**src/hdl/dbim_pkg.sv**
```systemverilog
// Shared types and constants for the decimal big-integer multiplier.
// No dependencies; used by the channel interfaces and all modules.

package dbim_pkg;

  localparam int unsigned MAX_DIGITS  = 32;
  localparam int unsigned PROD_DIGITS = 2 * MAX_DIGITS;
  localparam int unsigned IDX_W       = $clog2(MAX_DIGITS);
  localparam int unsigned PIDX_W      = $clog2(PROD_DIGITS);
  // column sum plus carry stays below MAX_DIGITS * 90
  localparam int unsigned SUM_W       = $clog2(MAX_DIGITS * 90 + 1);

  localparam int unsigned DIV_SH      = 20;
  localparam int unsigned DIV_RECIP   = (1 << DIV_SH) / 10;
  localparam int unsigned DIV_RECIP_W = $clog2(DIV_RECIP + 1);

  localparam int unsigned POS_W       = 5;
  localparam int unsigned DIGIT_W     = 4;

  localparam logic [1:0] KIND_LOAD_A = 2'd0;
  localparam logic [1:0] KIND_LOAD_B = 2'd1;
  localparam logic [1:0] KIND_START  = 2'd2;

  typedef struct packed {
    logic [1:0]         kind;
    logic [POS_W-1:0]   position;
    logic [DIGIT_W-1:0] digit;
    logic               a_negative;
    logic               b_negative;
  } in_beat_t;

  typedef struct packed {
    logic [DIGIT_W-1:0] product_digit;
    logic               negative;
    logic               last;
  } out_beat_t;

endpackage

```
**src/hdl/dbim_in_if.sv**
```systemverilog
// Input channel of the decimal big-integer multiplier: valid/ready plus one beat.
// Depends on dbim_pkg.

interface dbim_in_if;
  import dbim_pkg::*;

  logic     valid;
  logic     ready;
  in_beat_t data;

  modport source (output valid, output data, input ready);
  modport sink   (input valid, input data, output ready);
endinterface

```
**src/hdl/dbim_out_if.sv**
```systemverilog
// Result channel of the decimal big-integer multiplier: valid/ready plus one beat.
// Depends on dbim_pkg.

interface dbim_out_if;
  import dbim_pkg::*;

  logic      valid;
  logic      ready;
  out_beat_t data;

  modport source (output valid, output data, input ready);
  modport sink   (input valid, input data, output ready);
endinterface

```
**src/hdl/dbim_div10.sv**
```systemverilog
// Divide-by-ten: reciprocal multiply, register, one correction step.
// Depends on dbim_pkg.

module dbim_div10 (
  input  logic                      clk,
  input  logic [dbim_pkg::SUM_W-1:0] value_i,
  output logic [dbim_pkg::SUM_W-1:0] quot_o,
  output logic [3:0]                 rem_o
);
  import dbim_pkg::*;

  localparam int unsigned PW = SUM_W + DIV_RECIP_W;

  logic [PW-1:0]    prod_w;
  logic [SUM_W-1:0] q0_r;
  logic [SUM_W-1:0] v_r;
  logic [SUM_W-1:0] r0_w;

  assign prod_w = PW'(value_i) * PW'(DIV_RECIP);

  always_ff @(posedge clk) begin
    q0_r <= SUM_W'(prod_w >> DIV_SH);
    v_r  <= value_i;
  end

  // estimate is low by at most one
  assign r0_w = v_r - SUM_W'(q0_r * 4'd10);

  always_comb begin
    if (r0_w >= SUM_W'(10)) begin
      quot_o = q0_r + SUM_W'(1);
      rem_o  = 4'(r0_w - SUM_W'(10));
    end else begin
      quot_o = q0_r;
      rem_o  = 4'(r0_w);
    end
  end
endmodule

```
**src/hdl/decimal_big_integer_multiplier.sv**
```systemverilog
// Decimal big-integer multiplier, top level.
// Depends on dbim_pkg, dbim_in_if, dbim_out_if and dbim_div10.
//
// Usage: the in_chan channel takes one beat per cycle while idle. A beat of
// kind load-A or load-B writes a digit (values above nine saturate to nine)
// at its position in the A or B store; positions beyond the store are
// dropped. A start beat multiplies the stores, sign = a_negative ^ b_negative.
// The product digits leave on out_chan, most significant first, leading zeros
// suppressed; the first beat carries the sign and the final beat has last
// set. A zero product is one non-negative 0 beat. Both stores read as zero
// again after a product.
// Sequence: a start beat is followed by the convolution (one digit product
// per cycle through a single multiply-accumulate, then the shared
// divide-by-ten unit for the carry of each column), then for each output
// digit a digit RAM read, then the output beat. in_chan.ready stays low from
// the start beat until the last digit is taken.
// A stalled receiver holds the output beat unchanged. Synchronous reset
// returns to idle with empty operand stores.

module decimal_big_integer_multiplier (
  input  logic      clk,
  input  logic      rst_n,
  dbim_in_if.sink   in_chan,
  dbim_out_if.source out_chan
);
  import dbim_pkg::*;

  typedef enum logic [2:0] {
    S_IDLE,
    S_MAC,
    S_DIV1,
    S_DIV2,
    S_RD,
    S_OUT
  } state_t;

  state_t              state_r;
  logic [PIDX_W-1:0]   k_r;
  logic [IDX_W-1:0]    i_r;
  logic [SUM_W-1:0]    acc_r;
  logic [SUM_W-1:0]    carry_r;
  logic [PIDX_W-1:0]   top_r;
  logic                nz_r;
  logic                neg_r;
  logic                first_r;
  logic [DIGIT_W-1:0]  rd_r;

  logic [DIGIT_W-1:0]  a_mem [MAX_DIGITS];
  logic [DIGIT_W-1:0]  b_mem [MAX_DIGITS];
  logic [MAX_DIGITS-1:0] a_vld_r;
  logic [MAX_DIGITS-1:0] b_vld_r;
  logic [DIGIT_W-1:0]  p_mem [PROD_DIGITS];

  logic                in_acc;
  logic                out_acc;
  logic                pos_ok;
  logic [IDX_W-1:0]    wr_idx;
  logic [DIGIT_W-1:0]  dsat;
  logic [PIDX_W-1:0]   diff_w;
  logic                j_ok;
  logic [IDX_W-1:0]    j_idx;
  logic [DIGIT_W-1:0]  a_rd;
  logic [DIGIT_W-1:0]  b_rd;
  logic [7:0]          mul_w;
  logic [SUM_W-1:0]    acc_nxt;
  logic [SUM_W-1:0]    quot_w;
  logic [3:0]          rem_w;
  logic                i_last;
  logic                k_last;
  logic [PIDX_W-1:0]   top_nxt;
  logic                nz_nxt;

  assign in_acc  = in_chan.valid && in_chan.ready;
  assign out_acc = out_chan.valid && out_chan.ready;

  assign in_chan.ready = (state_r == S_IDLE);
  assign out_chan.valid = (state_r == S_OUT);
  assign out_chan.data.product_digit = rd_r;
  assign out_chan.data.negative      = first_r && neg_r && nz_r;
  assign out_chan.data.last          = (k_r == '0);

  assign pos_ok = 32'(in_chan.data.position) < MAX_DIGITS;
  assign wr_idx = IDX_W'(in_chan.data.position);
  assign dsat   = (in_chan.data.digit > 4'd9) ? 4'd9 : in_chan.data.digit;

  // column k, row i pairs with j = k - i when that lands inside B
  assign diff_w = k_r - PIDX_W'(i_r);
  assign j_ok   = (k_r >= PIDX_W'(i_r)) && (diff_w < PIDX_W'(MAX_DIGITS));
  assign j_idx  = IDX_W'(diff_w);
  assign a_rd   = a_vld_r[i_r] ? a_mem[i_r] : '0;
  assign b_rd   = (j_ok && b_vld_r[j_idx]) ? b_mem[j_idx] : '0;
  assign mul_w  = a_rd * b_rd;
  assign acc_nxt = acc_r + SUM_W'(mul_w);

  assign i_last = (i_r == IDX_W'(MAX_DIGITS - 1));
  assign k_last = (k_r == PIDX_W'(PROD_DIGITS - 1));

  assign top_nxt = (rem_w != '0) ? k_r : top_r;
  assign nz_nxt  = nz_r || (rem_w != '0);

  dbim_div10 u_div10 (
    .clk     (clk),
    .value_i (acc_r),
    .quot_o  (quot_w),
    .rem_o   (rem_w)
  );

  always_ff @(posedge clk) begin
    if (in_acc && pos_ok && in_chan.data.kind == KIND_LOAD_A) begin
      a_mem[wr_idx] <= dsat;
    end
    if (in_acc && pos_ok && in_chan.data.kind == KIND_LOAD_B) begin
      b_mem[wr_idx] <= dsat;
    end
  end

  always_ff @(posedge clk) begin
    if (state_r == S_DIV2) begin
      p_mem[k_r] <= rem_w;
    end
    if (state_r == S_RD) begin
      rd_r <= p_mem[k_r];
    end
  end

  always_ff @(posedge clk) begin
    if (!rst_n) begin
      state_r <= S_IDLE;
      a_vld_r <= '0;
      b_vld_r <= '0;
      k_r     <= '0;
      i_r     <= '0;
      acc_r   <= '0;
      carry_r <= '0;
      top_r   <= '0;
      nz_r    <= 1'b0;
      neg_r   <= 1'b0;
      first_r <= 1'b0;
    end else begin
      case (state_r)
        S_IDLE: begin
          if (in_acc) begin
            if (in_chan.data.kind == KIND_LOAD_A && pos_ok) begin
              a_vld_r[wr_idx] <= 1'b1;
            end
            if (in_chan.data.kind == KIND_LOAD_B && pos_ok) begin
              b_vld_r[wr_idx] <= 1'b1;
            end
            if (in_chan.data.kind == KIND_START) begin
              state_r <= S_MAC;
              k_r     <= '0;
              i_r     <= '0;
              acc_r   <= '0;
              carry_r <= '0;
              top_r   <= '0;
              nz_r    <= 1'b0;
              neg_r   <= in_chan.data.a_negative ^ in_chan.data.b_negative;
              first_r <= 1'b1;
            end
          end
        end
        S_MAC: begin
          if (i_last) begin
            acc_r   <= acc_nxt + carry_r;
            state_r <= S_DIV1;
          end else begin
            acc_r <= acc_nxt;
            i_r   <= i_r + IDX_W'(1);
          end
        end
        S_DIV1: begin
          state_r <= S_DIV2;
        end
        S_DIV2: begin
          carry_r <= quot_w;
          top_r   <= top_nxt;
          nz_r    <= nz_nxt;
          acc_r   <= '0;
          i_r     <= '0;
          if (k_last) begin
            k_r     <= top_nxt;
            a_vld_r <= '0;
            b_vld_r <= '0;
            state_r <= S_RD;
          end else begin
            k_r     <= k_r + PIDX_W'(1);
            state_r <= S_MAC;
          end
        end
        S_RD: begin
          state_r <= S_OUT;
        end
        S_OUT: begin
          if (out_acc) begin
            first_r <= 1'b0;
            if (k_r == '0) begin
              state_r <= S_IDLE;
            end else begin
              k_r     <= k_r - PIDX_W'(1);
              state_r <= S_RD;
            end
          end
        end
        default: begin
          state_r <= S_IDLE;
        end
      endcase
    end
  end
endmodule
```
**src/flat_wrapper.sv**
```systemverilog
// flat-port wrapper written by rule: the top's interface ports become plain ports
module decimal_big_integer_multiplier_flat import dbim_pkg::*;
  (clk, rst_n, in_chan_valid, in_chan_data, in_chan_ready, out_chan_valid, out_chan_data, out_chan_ready);
  dbim_in_if in_chan_i ();
  dbim_out_if out_chan_i ();
  input  logic clk;
  input  logic rst_n;
  input wire logic [$bits(in_chan_i.valid)-1:0] in_chan_valid;
  input wire logic [$bits(in_chan_i.data)-1:0] in_chan_data;
  output wire logic [$bits(in_chan_i.ready)-1:0] in_chan_ready;
  output wire logic [$bits(out_chan_i.valid)-1:0] out_chan_valid;
  output wire logic [$bits(out_chan_i.data)-1:0] out_chan_data;
  input wire logic [$bits(out_chan_i.ready)-1:0] out_chan_ready;
  assign in_chan_i.valid = in_chan_valid;
  assign in_chan_i.data = in_chan_data;
  assign in_chan_ready = in_chan_i.ready;
  assign out_chan_valid = out_chan_i.valid;
  assign out_chan_data = out_chan_i.data;
  assign out_chan_i.ready = out_chan_ready;
  decimal_big_integer_multiplier u_core (.clk(clk), .rst_n(rst_n), .in_chan(in_chan_i), .out_chan(out_chan_i));
endmodule
```
**config.mk**
```make
export PLATFORM = sky130hd
export DESIGN_NAME = decimal_big_integer_multiplier_flat
export DESIGN_NICKNAME = d
export VERILOG_FILES = /design/src/hdl/dbim_pkg.sv /design/src/hdl/dbim_in_if.sv /design/src/hdl/dbim_out_if.sv /design/src/hdl/dbim_div10.sv /design/src/hdl/decimal_big_integer_multiplier.sv /design/src/flat_wrapper.sv
export SDC_FILE = /design/constraint.sdc
export NUM_CORES = 1
export LEC_CHECK = 0
export ABC_AREA = 1
export BUFFER_PORTS_ARGS = -buffer_cell sky130_fd_sc_hd__buf_4
export CAP_MARGIN = 20
export CORE_UTILIZATION = 43
export CTS_CLUSTER_SIZE = 12
export DETAILED_ROUTE_END_ITERATION = 16
export GPL_TIMING_DRIVEN = 0
export PLACE_DENSITY_LB_ADDON = 0.3
export SKIP_LAST_GASP = 1
export SYNTH_ARGS = -nofsm -noshare
export SYNTH_HDL_FRONTEND = slang
export SYNTH_SLANG_ARGS = --single-unit
export TNS_END_PERCENT = 5
```
**constraint.sdc**
```tcl
create_clock -name clk -period 12.7 [get_ports clk]
set_clock_uncertainty 0.05 [all_clocks]
set_input_delay 2.54 -clock clk [delete_from_list [all_inputs] [get_ports clk]]
set_output_delay 2.54 -clock clk [all_outputs]
set_load 0.02 [all_outputs]
```
==> impl_metrics.tcl <==
set metrics [dict create \
    startpoint_type "register" \
    ir_worst_vdd_v 0.000236 \
    vias 22600 \
    cts_tree "built" \
    io_pins 25 \
    worstPathMaxFanout 11 \
    cap_violations 0 \
    dpl-instance-area_um2 32300 \
    synth-edff-count 516 \
    worstPathArrival_ps 9290 \
    hold_class "register to register" \
    setup_tns_ps 0 \
    status "completed" \
    slew_headroom 0.232 \
    cts-root-buf "clkbuf_16" \
    synthArstFlopShare 0 \
    clkLatencyLatePin_ps 610 \
    cts_max_level 3 \
    drive_gt1_frac 0.0631 \
    post-route-period-util 0.700 \
    synthFlopType "edfxtp_1" \
    diodes 0 \
    ys_seq_elements 651 \
    hold_buffers 0 \
    grt_pass1_wl_mm 130 \
    yosys_warnings 0 \
    coreArea_um2 70400 \
    hold_end "u_core.u_div10.v_r[11]$_DFF_P_" \
    synthCells 2886 \
    numPortBuffers 23 \
    postLayoutCoreUtil 0.490 \
    dieArea_um2 72600 \
    final_common_cell "edfxtp_1" \
    r2r-start "u_core.k_r[0]$_SDFFE_PN0P_" \
    yosysUniqueCellTypes 55 \
    min_from "u_core.acc_r[11]$_SDFFE_PN0P_" \
    wl_mm 85.6 \
    tightest_slew_ps 1140 \
    rsz0062_at_grt "no" \
    hold_path_depth 0 \
    antenna_found_initial 4 \
    drtAntennaViolNets 0 \
    final_cell_mix "edfxtp_1 (516), nand2_1 (457), nor2_1 (356)" \
    syn_area_per_cell_um2 10.7 \
    netlist_area_um2 30700 \
    p_leak_nw 12.7 \
    slowest_delay_ps 530 \
    cp_slowest_cell "fa_1" \
    critPathKind "register to register" \
    timing.fmax_mhz 113 \
    power.total_mw 5.81 \
    drt-initial-drc-count 2741 \
    clock-sinks 651 \
    r2r-end "u_core.acc_r[11]$_SDFFE_PN0P_" \
    fin_area_um2 34500 \
    grt-ovfl-total 0 \
    r2r_cells 35 \
    cts_setup_buffers 0 \
    drc 0 \
    dp_hpwl_mm 60.9 \
    die_h_um 269 \
    power_density_nw_per_um2 168 \
    grtUsageTotal 0.233 \
    pre_cts_slack_ps 3960 \
    die_w_um 269 \
    row_count 97 \
    wire_per_inst_um 21.5 \
    cp.required_ps 13110 \
    final_cells 3981 \
    first_pass_iters 9 \
    ys_seq_area_frac 0.592 \
    initial_core_util 0.437 \
    dp.cells 3860 \
    syn_to_final_growth_pct 12.2 \
    cts_buffers 71 \
    grt_pass1_vias 22400 \
    clk_path_buf_depth 3 \
    cts_resized 0 \
    grt_start_max_net_pins 52 \
    critPathCaptureType "register" \
    syn_nets 3089 \
    whs_ps 396 \
    slew_violations 0 \
    hold_violations 0 \
    r2r_slack_ps 3820 \
    finalSetupViolations 0 \
    path_clk_slew_ps 60 \
    globalplace.congestion 0.970 \
    fin_ws_ps 3820 \
    fin_crit_ps 8880 \
    vias_per_cell 5.68 \
    layout.nets 3197 \
]
[kinds of logic after synthesis]
group                    after synthesis  share of synthesized area
adder cells (fa/ha/maj)              186                     0.0881
AO/OA/AOI/OAI                        579                      0.120
AND/OR/NAND/NOR                     1018                      0.138
XOR/XNOR                              35                    0.00997
flip-flops                           651                      0.592
buffers and inverters                417                     0.0519
[sequential cells by signal, summed over array words and instances (netlist names), named ones only]
register,cells
u_core.top_r,6
u_core.state_r,3
u_core.u_div10.q0_r,9
u_core.b_vld_r,32
u_core.acc_r,12
u_core.a_mem,128
u_core.k_r,6
u_core.first_r,1
u_core.nz_r,1
u_core.carry_r,10
u_core.p_mem,256
u_core.a_vld_r,32
u_core.rd_r,4
u_core.i_r,5
u_core.b_mem,128
u_core.neg_r,1
u_core.u_div10.v_r,12
[power by group]
group	total, mW	switching [mW]	leakage (nW)	internal (mW)
combinational	1.23	0.884	5.91	0.346
sequential	2.62	0.0217	5.75	2.60
clock	1.96	0.838	1.06	1.12
total	5.81	1.74	12.7	4.07
[worst max-delay path by stage]
stage | from | end | slack, ps
after floorplan | u_core.k_r[0]$_SDFFE_PN0P_ | u_core.acc_r[11]$_SDFFE_PN0P_ | 5790
after global placement | u_core.k_r[0]$_SDFFE_PN0P_ | u_core.acc_r[11]$_SDFFE_PN0P_ | 4180
after detailed placement | u_core.k_r[0]$_SDFFE_PN0P_ | u_core.acc_r[11]$_SDFFE_PN0P_ | 3960
after CTS | u_core.k_r[0]$_SDFFE_PN0P_ | u_core.acc_r[11]$_SDFFE_PN0P_ | 3910
after global routing | u_core.k_r[0]$_SDFFE_PN0P_ | u_core.acc_r[11]$_SDFFE_PN0P_ | 3290
final | u_core.k_r[0]$_SDFFE_PN0P_ | u_core.acc_r[11]$_SDFFE_PN0P_ | 3820
[area by class of cell]
cell class	count	area [um^2]
buffer	117	472
inverter	300	1130
clock inverter	29	287
clock buffer	91	1890
tap	940	1180
multi-input combinational	1818	11000
fill	6335	35900
sequential	651	18200
timing repair buffer	35	364
[synth_stat cells, types with 2 or more instances]
| library cell | instances | share of area |
|---|---|---|
| o21bai_1 | 6 | 0.0015 |
| fa_1 | 51 | 0.033 |
| nand2_1 | 458 | 0.056 |
| buf_2 | 16 | 0.0026 |
| a21o_1 | 6 | 0.0015 |
| nor4_1 | 3 | 0.00061 |
| xnor2_1 | 10 | 0.0028 |
| a211oi_1 | 2 | 0.00049 |
| clkbuf_1 | 87 | 0.011 |
| a31oi_1 | 7 | 0.0014 |
| a21oi_2 | 4 | 0.0011 |
| edfxtp_1 | 516 | 0.50 |
| nor2_1 | 357 | 0.044 |
| nor2_8 | 2 | 0.0013 |
| nand2_2 | 8 | 0.0016 |
| ha_1 | 135 | 0.055 |
| dfxtp_1 | 135 | 0.088 |
| o22ai_1 | 6 | 0.0012 |
| nand3_2 | 2 | 0.00065 |
| a22oi_1 | 42 | 0.010 |
| nor3_1 | 19 | 0.0031 |
| and2_1 | 2 | 0.00041 |
| o21ai_0 | 130 | 0.021 |
| or2_1 | 7 | 0.0014 |
| o221ai_1 | 32 | 0.0091 |
| nand3b_1 | 5 | 0.0012 |
| a21boi_0 | 2 | 0.00049 |
| nand4_1 | 46 | 0.0094 |
| or2_2 | 4 | 0.00081 |
| buf_1 | 12 | 0.0015 |
| a32o_1 | 17 | 0.0055 |
| o21ai_1 | 2 | 0.00033 |
| nand3_1 | 96 | 0.016 |
| inv_2 | 6 | 0.00073 |
| a22o_1 | 26 | 0.0074 |
| a21oi_1 | 206 | 0.034 |
| o211ai_1 | 35 | 0.0085 |
| xor2_1 | 25 | 0.0071 |
| a221oi_1 | 35 | 0.010 |
| a32oi_1 | 16 | 0.0046 |
| clkinv_1 | 3 | 0.00037 |
| inv_1 | 291 | 0.036 |
| nor2_2 | 4 | 0.00081 |
[critical path: cells and delay by family (launching register included)]
family                   cells  cell delay [ps]
buffers and inverters        8             2110
XOR/XNOR                     1              240
AO/OA/AOI/OAI               10             1350
AND/OR/NAND/NOR              9             1500
adder cells (fa/ha/maj)      7             3130
flip-flops                   1              340
[metal layers]
metal,wire length [um],GRT usage,vias to the layer above
met3,8320,0.0554,174
met4,2330,0.0709,8
met5,34,0,-
li1,-,-,10400
met2,39900,0.378,1071
met1,35000,0.310,11000
No activity file was read; power rests on OpenSTA's default activity.
